[src/rtl/core/tsp_pkg.sv]
// Shared types, codes and reset constants of the trapezoid speed profile drive.
// No dependencies; every other file refers to it by scoped names.
package tsp_pkg;

  // default width to which the signed progress is saturated
  localparam int COUNT_WIDTH_DEFAULT = 16;

  // configuration port
  localparam int CFG_INDEX_W = 3;
  localparam int CFG_DATA_W  = 16;

  localparam logic [CFG_INDEX_W-1:0] CFG_MIN_SPEED    = 3'd0;
  localparam logic [CFG_INDEX_W-1:0] CFG_MAX_SPEED    = 3'd1;
  localparam logic [CFG_INDEX_W-1:0] CFG_ACCEL_STEP   = 3'd2;
  localparam logic [CFG_INDEX_W-1:0] CFG_DECEL_STEP   = 3'd3;
  localparam logic [CFG_INDEX_W-1:0] CFG_RAMP_INTERVAL = 3'd4;
  localparam logic [CFG_INDEX_W-1:0] CFG_DEAD_ZONE_LIMIT = 3'd5;
  localparam logic [CFG_INDEX_W-1:0] CFG_PULSE_HYST   = 3'd6;

  // register reset values
  localparam logic [6:0]  MIN_SPEED_RST      = 7'd30;
  localparam logic [6:0]  MAX_SPEED_RST      = 7'd70;
  localparam logic [6:0]  ACCEL_STEP_RST     = 7'd1;
  localparam logic [6:0]  DECEL_STEP_RST     = 7'd1;
  localparam logic [15:0] RAMP_INTERVAL_RST  = 16'd50;
  localparam logic [15:0] DEAD_ZONE_LIMIT_RST = 16'd30000;
  localparam logic [7:0]  PULSE_HYST_RST     = 8'd0;

  // request kinds
  localparam logic REQ_START = 1'b0;
  localparam logic REQ_TICK  = 1'b1;

  // move kinds; the fourth code runs as forward
  localparam logic [1:0] MOVE_FWD     = 2'd0;
  localparam logic [1:0] MOVE_CW      = 2'd1;
  localparam logic [1:0] MOVE_CCW     = 2'd2;
  localparam logic [1:0] MOVE_FWD_ALT = 2'd3;

  // ramp phases
  localparam logic [1:0] PH_ACCEL  = 2'd0;
  localparam logic [1:0] PH_HOLD   = 2'd1;
  localparam logic [1:0] PH_MIRROR = 2'd2;
  localparam logic [1:0] PH_DECEL  = 2'd3;

  typedef struct packed {
    logic [6:0]  min_speed;
    logic [6:0]  max_speed;
    logic [6:0]  accel_step;
    logic [6:0]  decel_step;
    logic [15:0] ramp_interval_ticks;
    logic [15:0] dead_zone_limit_ticks;
    logic [7:0]  pulse_hysteresis;
  } cfg_t;

  typedef struct packed {
    logic               req_type;
    logic [1:0]         move_type;
    logic [14:0]        need_pulses;
    logic signed [15:0] left_pulses;
    logic signed [15:0] right_pulses;
  } item_t;

  typedef struct packed {
    logic [7:0]         cur_speed;
    logic signed [17:0] regulator;
    logic signed [7:0]  integral_term;
    logic [1:0]         phase;
    logic [15:0]        ramp_timer;
    logic [15:0]        dead_zone_count;
    logic [1:0]         cur_move_type;
    logic [14:0]        target_pulses;
    logic               finished;
  } state_t;

  typedef struct packed {
    logic signed [7:0] left_power;
    logic signed [7:0] right_power;
    logic              move_done;
    logic [1:0]        ramp_phase;
  } result_t;

endpackage

[src/rtl/core/trapezoid_speed_profile_pi_drive.sv]
// Trapezoidal speed profile with PI steering for a differential drive.
// A request passes the input register, then one combinational update into the result register;
// a result register that holds an untaken result (out_valid without out_ready) stalls it there.
// One request per cycle while the result register is not held; the move state is written with the result.
// Reset (synchronous, rst high) restores the register defaults, marks the move
// finished and empties both pipeline registers.
module trapezoid_speed_profile_pi_drive #(
  parameter int COUNT_WIDTH = tsp_pkg::COUNT_WIDTH_DEFAULT
) (
  input  logic                            clk,
  input  logic                            rst,
  input  logic                            cfg_valid,
  output logic                            cfg_ready,
  input  logic [tsp_pkg::CFG_INDEX_W-1:0] cfg_index,
  input  logic [tsp_pkg::CFG_DATA_W-1:0]  cfg_data,
  input  logic                            in_valid,
  output logic                            in_ready,
  input  logic                            req_type,
  input  logic [1:0]                      move_type,
  input  logic [14:0]                     need_pulses,
  input  logic signed [15:0]              left_pulses,
  input  logic signed [15:0]              right_pulses,
  output logic                            out_valid,
  input  logic                            out_ready,
  output logic signed [7:0]               left_power,
  output logic signed [7:0]               right_power,
  output logic                            move_done,
  output logic [1:0]                      ramp_phase
);

  tsp_pkg::cfg_t    cfg;
  tsp_pkg::item_t   s1_item;
  logic             s1_valid;
  tsp_pkg::state_t  state;
  tsp_pkg::state_t  state_next;
  tsp_pkg::result_t step_res;
  tsp_pkg::result_t out_res;
  logic             advance;

  tsp_cfg u_cfg (
    .clk       (clk),
    .rst       (rst),
    .cfg_valid (cfg_valid),
    .cfg_ready (cfg_ready),
    .cfg_index (cfg_index),
    .cfg_data  (cfg_data),
    .cfg       (cfg)
  );

  // pipeline flow: the input register moves on when the result register frees up
  assign advance  = s1_valid && (!out_valid || out_ready);
  assign in_ready = !s1_valid || advance;

  // input register
  always_ff @(posedge clk) begin
    if (rst) begin
      s1_valid <= 1'b0;
    end else if (in_ready) begin
      s1_valid <= in_valid;
    end
  end

  always_ff @(posedge clk) begin
    if (in_valid && in_ready) begin
      s1_item.req_type     <= req_type;
      s1_item.move_type    <= move_type;
      s1_item.need_pulses  <= need_pulses;
      s1_item.left_pulses  <= left_pulses;
      s1_item.right_pulses <= right_pulses;
    end
  end

  tsp_step #(
    .COUNT_WIDTH (COUNT_WIDTH)
  ) u_step (
    .cfg        (cfg),
    .item       (s1_item),
    .state      (state),
    .state_next (state_next),
    .result     (step_res)
  );

  // move state, updated once per request
  always_ff @(posedge clk) begin
    if (rst) begin
      state.cur_speed       <= 8'd0;
      state.regulator       <= 18'sd0;
      state.integral_term   <= 8'sd0;
      state.phase           <= tsp_pkg::PH_ACCEL;
      state.ramp_timer      <= 16'd0;
      state.dead_zone_count <= 16'd0;
      state.cur_move_type   <= tsp_pkg::MOVE_FWD;
      state.target_pulses   <= 15'd0;
      state.finished        <= 1'b1;
    end else if (advance) begin
      state <= state_next;
    end
  end

  // result register
  always_ff @(posedge clk) begin
    if (rst) begin
      out_valid <= 1'b0;
    end else if (advance) begin
      out_valid <= 1'b1;
    end else if (out_ready) begin
      out_valid <= 1'b0;
    end
  end

  always_ff @(posedge clk) begin
    if (advance) begin
      out_res <= step_res;
    end
  end

  assign left_power  = out_res.left_power;
  assign right_power = out_res.right_power;
  assign move_done   = out_res.move_done;
  assign ramp_phase  = out_res.ramp_phase;

  // an empty result register never holds back the input side
  a_ready_when_empty: assert property (@(posedge clk) disable iff (rst)
    !out_valid |-> in_ready)
    else $error("input stalled with an empty result register");

  // a finished move answers every tick with done and zero power
  a_done_zero_power: assert property (@(posedge clk) disable iff (rst)
    out_valid && move_done |-> left_power == 8'sd0 && right_power == 8'sd0)
    else $error("power driven on a finished move");

  // a tick that meets a finished move reports done
  a_tick_after_finish: assert property (@(posedge clk) disable iff (rst)
    advance && s1_item.req_type == tsp_pkg::REQ_TICK && state.finished
    |=> out_valid && move_done)
    else $error("tick on a finished move not reported as done");

  // a start request restarts the ramp and clears done
  a_start_result: assert property (@(posedge clk) disable iff (rst)
    advance && s1_item.req_type == tsp_pkg::REQ_START
    |=> out_valid && !move_done && ramp_phase == tsp_pkg::PH_ACCEL && !state.finished)
    else $error("start request gave a wrong result");

endmodule

[src/rtl/core/tsp_cfg.sv]
// Configuration register file of the speed profile drive.
// Depends on tsp_pkg for the register indexes, reset values and cfg_t.
module tsp_cfg (
  input  logic                           clk,
  input  logic                           rst,
  input  logic                           cfg_valid,
  output logic                           cfg_ready,
  input  logic [tsp_pkg::CFG_INDEX_W-1:0] cfg_index,
  input  logic [tsp_pkg::CFG_DATA_W-1:0]  cfg_data,
  output tsp_pkg::cfg_t                  cfg
);

  // writes are always taken
  assign cfg_ready = 1'b1;

  // register writes, indexes beyond the list are dropped
  always_ff @(posedge clk) begin
    if (rst) begin
      cfg.min_speed             <= tsp_pkg::MIN_SPEED_RST;
      cfg.max_speed             <= tsp_pkg::MAX_SPEED_RST;
      cfg.accel_step            <= tsp_pkg::ACCEL_STEP_RST;
      cfg.decel_step            <= tsp_pkg::DECEL_STEP_RST;
      cfg.ramp_interval_ticks   <= tsp_pkg::RAMP_INTERVAL_RST;
      cfg.dead_zone_limit_ticks <= tsp_pkg::DEAD_ZONE_LIMIT_RST;
      cfg.pulse_hysteresis      <= tsp_pkg::PULSE_HYST_RST;
    end else if (cfg_valid) begin
      case (cfg_index)
        tsp_pkg::CFG_MIN_SPEED:       cfg.min_speed             <= cfg_data[6:0];
        tsp_pkg::CFG_MAX_SPEED:       cfg.max_speed             <= cfg_data[6:0];
        tsp_pkg::CFG_ACCEL_STEP:      cfg.accel_step            <= cfg_data[6:0];
        tsp_pkg::CFG_DECEL_STEP:      cfg.decel_step            <= cfg_data[6:0];
        tsp_pkg::CFG_RAMP_INTERVAL:   cfg.ramp_interval_ticks   <= cfg_data[15:0];
        tsp_pkg::CFG_DEAD_ZONE_LIMIT: cfg.dead_zone_limit_ticks <= cfg_data[15:0];
        tsp_pkg::CFG_PULSE_HYST:      cfg.pulse_hysteresis      <= cfg_data[7:0];
        default: ;
      endcase
    end
  end

endmodule

[src/rtl/core/tsp_step.sv]
// Single-pass update of the move state for one request, with its result.
// Depends on tsp_pkg for cfg_t, item_t, state_t, result_t and the codes.
module tsp_step #(
  parameter int COUNT_WIDTH = tsp_pkg::COUNT_WIDTH_DEFAULT
) (
  input  tsp_pkg::cfg_t    cfg,
  input  tsp_pkg::item_t   item,
  input  tsp_pkg::state_t  state,
  output tsp_pkg::state_t  state_next,
  output tsp_pkg::result_t result
);

  // progress compare width: room for the halved sum and the saturation bound
  localparam int PW = ((COUNT_WIDTH > 17) ? COUNT_WIDTH : 17) + 1;
  localparam logic signed [PW-1:0] PMAX = PW'((64'sd1 <<< (COUNT_WIDTH - 1)) - 64'sd1);
  localparam logic signed [PW-1:0] PMIN = ~PMAX;

  logic [1:0]          mt;
  logic signed [16:0]  lc;
  logic signed [16:0]  rc;
  logic signed [16:0]  pair;
  logic signed [16:0]  half_pair;
  logic signed [PW-1:0] prog_wide;
  logic signed [PW-1:0] prog;
  logic signed [PW-1:0] target_ext;
  logic signed [PW-1:0] half_ext;
  logic                reached;
  logic                below_half;

  logic [15:0] timer_dec;
  logic [15:0] dz_pre;

  logic [7:0]  sp;
  logic [1:0]  ph;
  logic [15:0] tm;
  logic [15:0] dz;
  logic [8:0]  decel_floor;

  logic [7:0]          drive_speed;
  logic signed [19:0]  drive_l;
  logic signed [19:0]  drive_r;
  logic [6:0]          clamp_l;
  logic [6:0]          clamp_r;
  logic signed [7:0]   power_l;
  logic signed [7:0]   power_r;

  logic [16:0]         abs_l;
  logic [16:0]         abs_r;
  logic signed [7:0]   span;
  logic signed [7:0]   integral_upd;
  logic signed [17:0]  regulator_upd;

  // move type three runs as forward
  assign mt = (state.cur_move_type == tsp_pkg::MOVE_FWD_ALT) ? tsp_pkg::MOVE_FWD
                                                              : state.cur_move_type;

  // progress from the encoder pair, floor-halved and saturated
  assign lc = {item.left_pulses[15], item.left_pulses};
  assign rc = {item.right_pulses[15], item.right_pulses};

  always_comb begin
    case (mt)
      tsp_pkg::MOVE_FWD: pair = lc + rc;
      tsp_pkg::MOVE_CW:  pair = lc - rc;
      default:           pair = rc - lc;
    endcase
  end

  assign half_pair = pair >>> 1;
  assign prog_wide = {{(PW-17){half_pair[16]}}, half_pair};
  assign prog = (prog_wide > PMAX) ? PMAX : ((prog_wide < PMIN) ? PMIN : prog_wide);

  assign target_ext = {{(PW-15){1'b0}}, state.target_pulses};
  assign half_ext   = {{(PW-14){1'b0}}, state.target_pulses[14:1]};
  assign reached    = (prog >= target_ext);
  assign below_half = (prog < half_ext);

  // interval timer and hold-time count ahead of the ramp
  assign timer_dec = (state.ramp_timer != 16'd0) ? state.ramp_timer - 16'd1 : state.ramp_timer;

  always_comb begin
    dz_pre = state.dead_zone_count;
    if (state.phase == tsp_pkg::PH_HOLD) begin
      if (state.dead_zone_count < cfg.dead_zone_limit_ticks) begin
        dz_pre = state.dead_zone_count + 16'd1;
      end else begin
        dz_pre = cfg.dead_zone_limit_ticks;
      end
    end else if (state.phase == tsp_pkg::PH_MIRROR && state.dead_zone_count != 16'd0) begin
      dz_pre = state.dead_zone_count - 16'd1;
    end
  end

  // four-phase ramp, switching at half the target
  assign decel_floor = {2'b00, cfg.min_speed} + {2'b00, cfg.decel_step};

  always_comb begin
    sp = state.cur_speed;
    ph = state.phase;
    tm = timer_dec;
    dz = dz_pre;
    if (below_half) begin
      if (state.phase == tsp_pkg::PH_ACCEL) begin
        if (state.cur_speed < {1'b0, cfg.max_speed}) begin
          if (timer_dec == 16'd0) begin
            tm = cfg.ramp_interval_ticks;
            sp = state.cur_speed + {1'b0, cfg.accel_step};
          end
        end else begin
          ph = tsp_pkg::PH_HOLD;
          dz = 16'd0;
        end
      end else if (state.phase != tsp_pkg::PH_HOLD) begin
        ph = tsp_pkg::PH_ACCEL;
      end
    end else begin
      case (state.phase)
        tsp_pkg::PH_HOLD: ph = tsp_pkg::PH_MIRROR;
        tsp_pkg::PH_MIRROR: begin
          if (dz_pre == 16'd0) ph = tsp_pkg::PH_DECEL;
        end
        tsp_pkg::PH_DECEL: begin
          if (state.cur_speed > {1'b0, cfg.min_speed} && timer_dec == 16'd0) begin
            tm = cfg.ramp_interval_ticks;
            if ({1'b0, state.cur_speed} >= decel_floor) begin
              sp = state.cur_speed - {1'b0, cfg.decel_step};
            end else begin
              sp = {1'b0, cfg.min_speed};
            end
          end
        end
        default: ph = tsp_pkg::PH_DECEL;
      endcase
    end
  end

  // drive: forward uses the ramped speed, rotation the speed before the ramp
  assign drive_speed = (mt == tsp_pkg::MOVE_FWD) ? sp : state.cur_speed;
  assign drive_l = {12'd0, drive_speed} - {{2{state.regulator[17]}}, state.regulator};
  assign drive_r = {12'd0, drive_speed} + {{2{state.regulator[17]}}, state.regulator};

  // signed clamp to [0, max_speed]
  always_comb begin
    if (drive_l > $signed({13'd0, cfg.max_speed})) begin
      clamp_l = cfg.max_speed;
    end else if (drive_l < 20'sd0) begin
      clamp_l = 7'd0;
    end else begin
      clamp_l = drive_l[6:0];
    end
    if (drive_r > $signed({13'd0, cfg.max_speed})) begin
      clamp_r = cfg.max_speed;
    end else if (drive_r < 20'sd0) begin
      clamp_r = 7'd0;
    end else begin
      clamp_r = drive_r[6:0];
    end
  end

  // reversing side: left on counter-clockwise, right on clockwise
  assign power_l = (mt == tsp_pkg::MOVE_CCW) ? -$signed({1'b0, clamp_l}) : $signed({1'b0, clamp_l});
  assign power_r = (mt == tsp_pkg::MOVE_CW)  ? -$signed({1'b0, clamp_r}) : $signed({1'b0, clamp_r});

  // PI regulator on the encoder magnitudes
  assign abs_l = lc[16] ? 17'(-lc) : 17'(lc);
  assign abs_r = rc[16] ? 17'(-rc) : 17'(rc);
  assign span  = $signed({1'b0, cfg.max_speed}) - $signed({1'b0, cfg.min_speed});

  always_comb begin
    integral_upd = state.integral_term;
    if ({1'b0, abs_l} > {1'b0, abs_r} + {10'd0, cfg.pulse_hysteresis}) begin
      if (state.integral_term < span) integral_upd = state.integral_term + 8'sd1;
    end else if ({1'b0, abs_r} > {1'b0, abs_l} + {10'd0, cfg.pulse_hysteresis}) begin
      if (state.integral_term > -span) integral_upd = state.integral_term - 8'sd1;
    end
  end

  assign regulator_upd = $signed({1'b0, abs_l}) - $signed({1'b0, abs_r})
                       + {{10{integral_upd[7]}}, integral_upd};

  // next state and result
  always_comb begin
    state_next = state;
    result.left_power  = 8'sd0;
    result.right_power = 8'sd0;
    result.move_done   = 1'b0;
    result.ramp_phase  = state.phase;
    if (item.req_type == tsp_pkg::REQ_START) begin
      state_next.cur_move_type   = item.move_type;
      state_next.target_pulses   = item.need_pulses;
      state_next.cur_speed       = {1'b0, cfg.min_speed};
      state_next.phase           = tsp_pkg::PH_ACCEL;
      state_next.ramp_timer      = 16'd0;
      state_next.dead_zone_count = 16'd0;
      state_next.integral_term   = 8'sd0;
      state_next.regulator       = 18'sd0;
      state_next.finished        = 1'b0;
      result.ramp_phase          = tsp_pkg::PH_ACCEL;
    end else if (state.finished) begin
      result.move_done = 1'b1;
    end else if (reached) begin
      state_next.finished  = 1'b1;
      state_next.cur_speed = 8'd0;
      result.move_done     = 1'b1;
    end else begin
      state_next.cur_speed       = sp;
      state_next.phase           = ph;
      state_next.ramp_timer      = tm;
      state_next.dead_zone_count = dz;
      if (mt != tsp_pkg::MOVE_FWD) begin
        state_next.integral_term = integral_upd;
        state_next.regulator     = regulator_upd;
      end
      result.left_power  = power_l;
      result.right_power = power_r;
      result.ramp_phase  = ph;
    end
  end

endmodule
[config.mk]
export PLATFORM = sky130hd
export DESIGN_NAME = trapezoid_speed_profile_pi_drive
export DESIGN_NICKNAME = d
export VERILOG_FILES = /design/src/rtl/core/tsp_pkg.sv /design/src/rtl/core/trapezoid_speed_profile_pi_drive.sv /design/src/rtl/core/tsp_cfg.sv /design/src/rtl/core/tsp_step.sv
export SDC_FILE = /design/constraint.sdc
export NUM_CORES = 1
export LEC_CHECK = 0
export BUFFER_PORTS_ARGS = -buffer_cell sky130_fd_sc_hd__buf_2
export CORE_MARGIN = 4
export CORE_UTILIZATION = 50
export CTS_CLUSTER_SIZE = 20
export DETAILED_ROUTE_END_ITERATION = 8
export MAX_ROUTING_LAYER = met4
export PLACE_DENSITY = 0.69
export SYNTH_ARGS = -nofsm -noshare
export SYNTH_HDL_FRONTEND = slang
export SYNTH_SLANG_ARGS = --single-unit
[constraint.sdc]
create_clock -name clk -period 13.34 [get_ports clk]
set_clock_uncertainty 0.1 [all_clocks]
set_input_delay 4.002 -clock clk [delete_from_list [all_inputs] [get_ports clk]]
set_output_delay 4.002 -clock clk [all_outputs]
set_load 0.02 [all_outputs]
==> impl_metrics.csv <==
group,metric,value,unit
power,p_leak,9.415,nW
synthesis,synth_area_per_cell,8.040,µm²
placement,dp.cells,3054,
sta,clock.fmax,89.40,MHz
power,peakVddDrop,0.00009832,V
clocking,clkLatencyLatePin,0.59,ns
synthesis,synth_top_area_cell,"ha_1",
setup_path,crit_path_max_incr_delay,0.77,ns
routing,ant_nets,0,
die,rows,73,
min_path,hold_end,"state[5]",
sta,worstMarginPinSlew,1.173,ns
placement,postPlaceCellArea,0.02105,mm²
global_route,busiest_layer,"met2",
clocking,clock_path_buffers,3,
synthesis,ys_top_cells_by_area,"ha_1 16%, dfxtp_1 15%, edfxtp_1 10%, a21oi_1 5.9%, nand2_1 5.1%",
setup_path,path_delay_family,"simple AND/OR/NAND/NOR gates",
clocking,cts.repair.resized,0,
setup_path,r2r_end,"left_power[4]",
finish,diodes,0,
finish,drive_gt1_share,7.871,%
power,p_sw_share,39.87,%
power,p_comb_share,47.2,%
power,power,0.002976,W
global_route,gr-usage-met1,33.74,%
sta,setup_viol,0,
global_route,grtUsageTotal,25.74,%
placement,place_congestion,0.9370,
run_status,status,"finished, final reports clean",
setup_path,cp_data_arrival_time,11.53,ns
global_route,antenna_found_initial,1,
min_path,min_path_cells,2,
placement,dpl.hpwl,44840,µm
routing,via_per_inst,5.940,
clocking,numCtsBuffers,27,
sta,tns,0,ns
setup_path,cp-start-kind,"flop",
routing,wl_per_cell,18.46,µm
clocking,numClockSinks,225,
global_route,grt_pass1_vias,17650,
setup_path,cp-end-kind,"flop",
die,start_util,50.71,%
setup_path,r2r_start,"s1_item[0]",
routing,via_count,18440,
clocking,ctsHtreeMaxLevel,1,
power,power_switching,0.001187,W
finish,area_growth_syn_to_layout,9.064,%
global_route,use_met2,41.59,%
sta,rsz0062_at_grt,"no",
synthesis,syn_inst,2512,
power,power_density,135.1,mW/mm²
finish,finalNetCount,2911,
setup_path,reg2regPathDepth,46,
clocking,cts.clk_slew.worst_paths,0.07,ns
setup_path,critPathRequiredTime,13.68,ns
setup_path,r2r_slack,2.15,ns
sta,finalCritPeriodShare,83.85,%
synthesis,synth_top_area_share,15.61,%
die,die_area,0.04367,mm²
finish,final_common_cell,"nand2_1",
global_route,grt_first_pass_wirelength,91020,µm
power,p_int,0.001790,W
flow_run,cap_violations,0,
finish,final_cells,3104,
synthesis,synth-main-ff-cell,"dfxtp_1",
global_route,grt_max_degree,98,
die,fp.coreArea,0.03982,mm²
setup_path,path_max_fanout,23,
clocking,cts_hold_buf,0,
synthesis,syn-cell-area,0.02020,mm²
routing,drc,0,
setup_path,path_class,"flop to flop",
clocking,postCtsSetupBuffers,0,
routing,drt_first_pass_iters,6,
synthesis,yosysUniqueCellTypes,89,
sta,final-hold-violation-count,0,
synthesis,synth-edff-count,69,
synthesis,ys_ff_latch,225,
routing,drt-total-wl,57290,µm
sta,drv_slew,0,
setup_path,cp_slowest_cell,"or2_1",
clocking,clock-root-buffer,"clkbuf_16",
power,pwr-share-seq,25.6,%
setup_path,critPathBufInv,2,
synthesis,yosys_warnings,0,
die,pin_count,96,
synthesis,synthArstFlopShare,0,%
sta,whs,0.3557,ns
die,die_w,209.0,µm
power,clockPowerShare,27.2,%
clocking,cts_tree,"done",
global_route,grt_overflow,0,
synthesis,yosysSeqAreaShare,25.72,%
die,dieHeight,209.0,µm
placement,io_buffers,94,
sta,slew_headroom,21.83,%
finish,design_area,0.02203,mm²
min_path,min_path_type,"flop to flop",
sta,period_needed,11.19,ns
min_path,holdCritStartpoint,"state[5]",
finish,most-common-layout-cells,"275 x nand2_1, 252 x ha_1, 240 x a21oi_1",
global_route,grt_use_met3,3.258,%
routing,drtIter0Drc,1439,
==> through the flow <==
| step | setup slack (ns) | utilization [%] |
|---|---|---|
| 6_report | 2.154 | 55.31 |
| 3_5_place_dp | 2.244 | 52.86 |
| 3_3_place_gp | 2.667 | 52.86 |
| 5_1_grt | 1.277 | 55.31 |
| 2_1_floorplan | 3.749 | - |
| 4_1_cts | 2.225 | 55.31 |
==> routing by layer <==
layer / vias up / wire length [µm] / share of wire (%)
met4: 0 / 2044 / 3.6
li1: 9070 / - / -
met2: 563 / 26220 / 46
met3: 128 / 3308 / 5.8
met5: - / 0 / 0
met1: 8677 / 25710 / 45
==> power groups by stage <==
stage / clock (W) / sequential (W) / combinational [W]
floorplan: 0 / 0.000765 / 0.00109
global placement: 0 / 0.000777 / 0.00135
detailed placement: 0 / 0.000777 / 0.00139
CTS: 0.000820 / 0.000762 / 0.00140
global route: 0.000846 / 0.000766 / 0.00157
finish: 0.000810 / 0.000763 / 0.00140
==> cell type report <==
class	count	area, µm²
clock inverters	12	165.2
inverters	209	784.5
fillers	3752	17800
well taps	525	656.9
multi-input cells	1983	13810
flip-flops and latches	225	5195
repair buffers	112	608.1
clock buffers	38	809.5
==> synth_stat cells, drive strengths merged (6+ instances only) <==
cell     instances
nor4            16
fa              27
edfxtp          69
a211oi          12
buf             19
o31ai           12
a31oi           23
a22oi           24
inv            208
o2111ai          9
nand3b          11
o32ai           10
dfxtp          156
o21ai          131
ha             252
a311oi           6
nor3            59
xnor2          114
o21bai          27
a211o            8
a21oi          241
nor3b            8
nand2b          38
xor2            44
or3             31
clkbuf          78
and2             7
nand4           24
or4             16
o22ai           14
nand2          275
and3            16
mux2i           42
nand3           76
a21o            45
o211ai          27
o21a            21
or2             14
nor2b           32
nor2           180
a21boi           7
o41ai            6
==> tightest hold or removal path, delay by kind of cell (launching register included) <==
| family | cells | cell delay, ns |
|---|---|---|
| flops | 1 | 0.31 |
| simple gates | 1 | 0.05 |
| compound gates | 1 | 0.05 |
==> flip-flops by register name, summed over array words and instances (netlist names) <==
name         cells
ramp_phase       2
out_valid        1
state           86
s1_valid         1
move_done        1
s1_item         50
right_power      8
left_power       8
u_cfg.cfg       68
==> cells by family after synthesis <==
kind of cell | synth area share (%)
flops | 25.72
buf+inv | 5.979
simple gates | 19.68
other cells | 0.03719
fa+ha+maj | 18.29
mux | 2.360
compound gates | 21.08
xor+xnor | 6.852
==> how the worst max path moves through the flow <==
stage,start,endpoint,slack (ns),cells after the start
4_1_cts,s1_item[0],right_power[4],2.23,46
3_3_place_gp,s1_item[0],left_power[4],2.67,44
6_report,s1_item[0],left_power[4],2.15,46
3_5_place_dp,s1_item[0],right_power[4],2.24,46
5_1_grt,s1_item[0],right_power[2],1.28,46
2_1_floorplan,s1_item[0],right_power[4],3.75,48
Note: power is estimated with default switching activity, not from simulation.
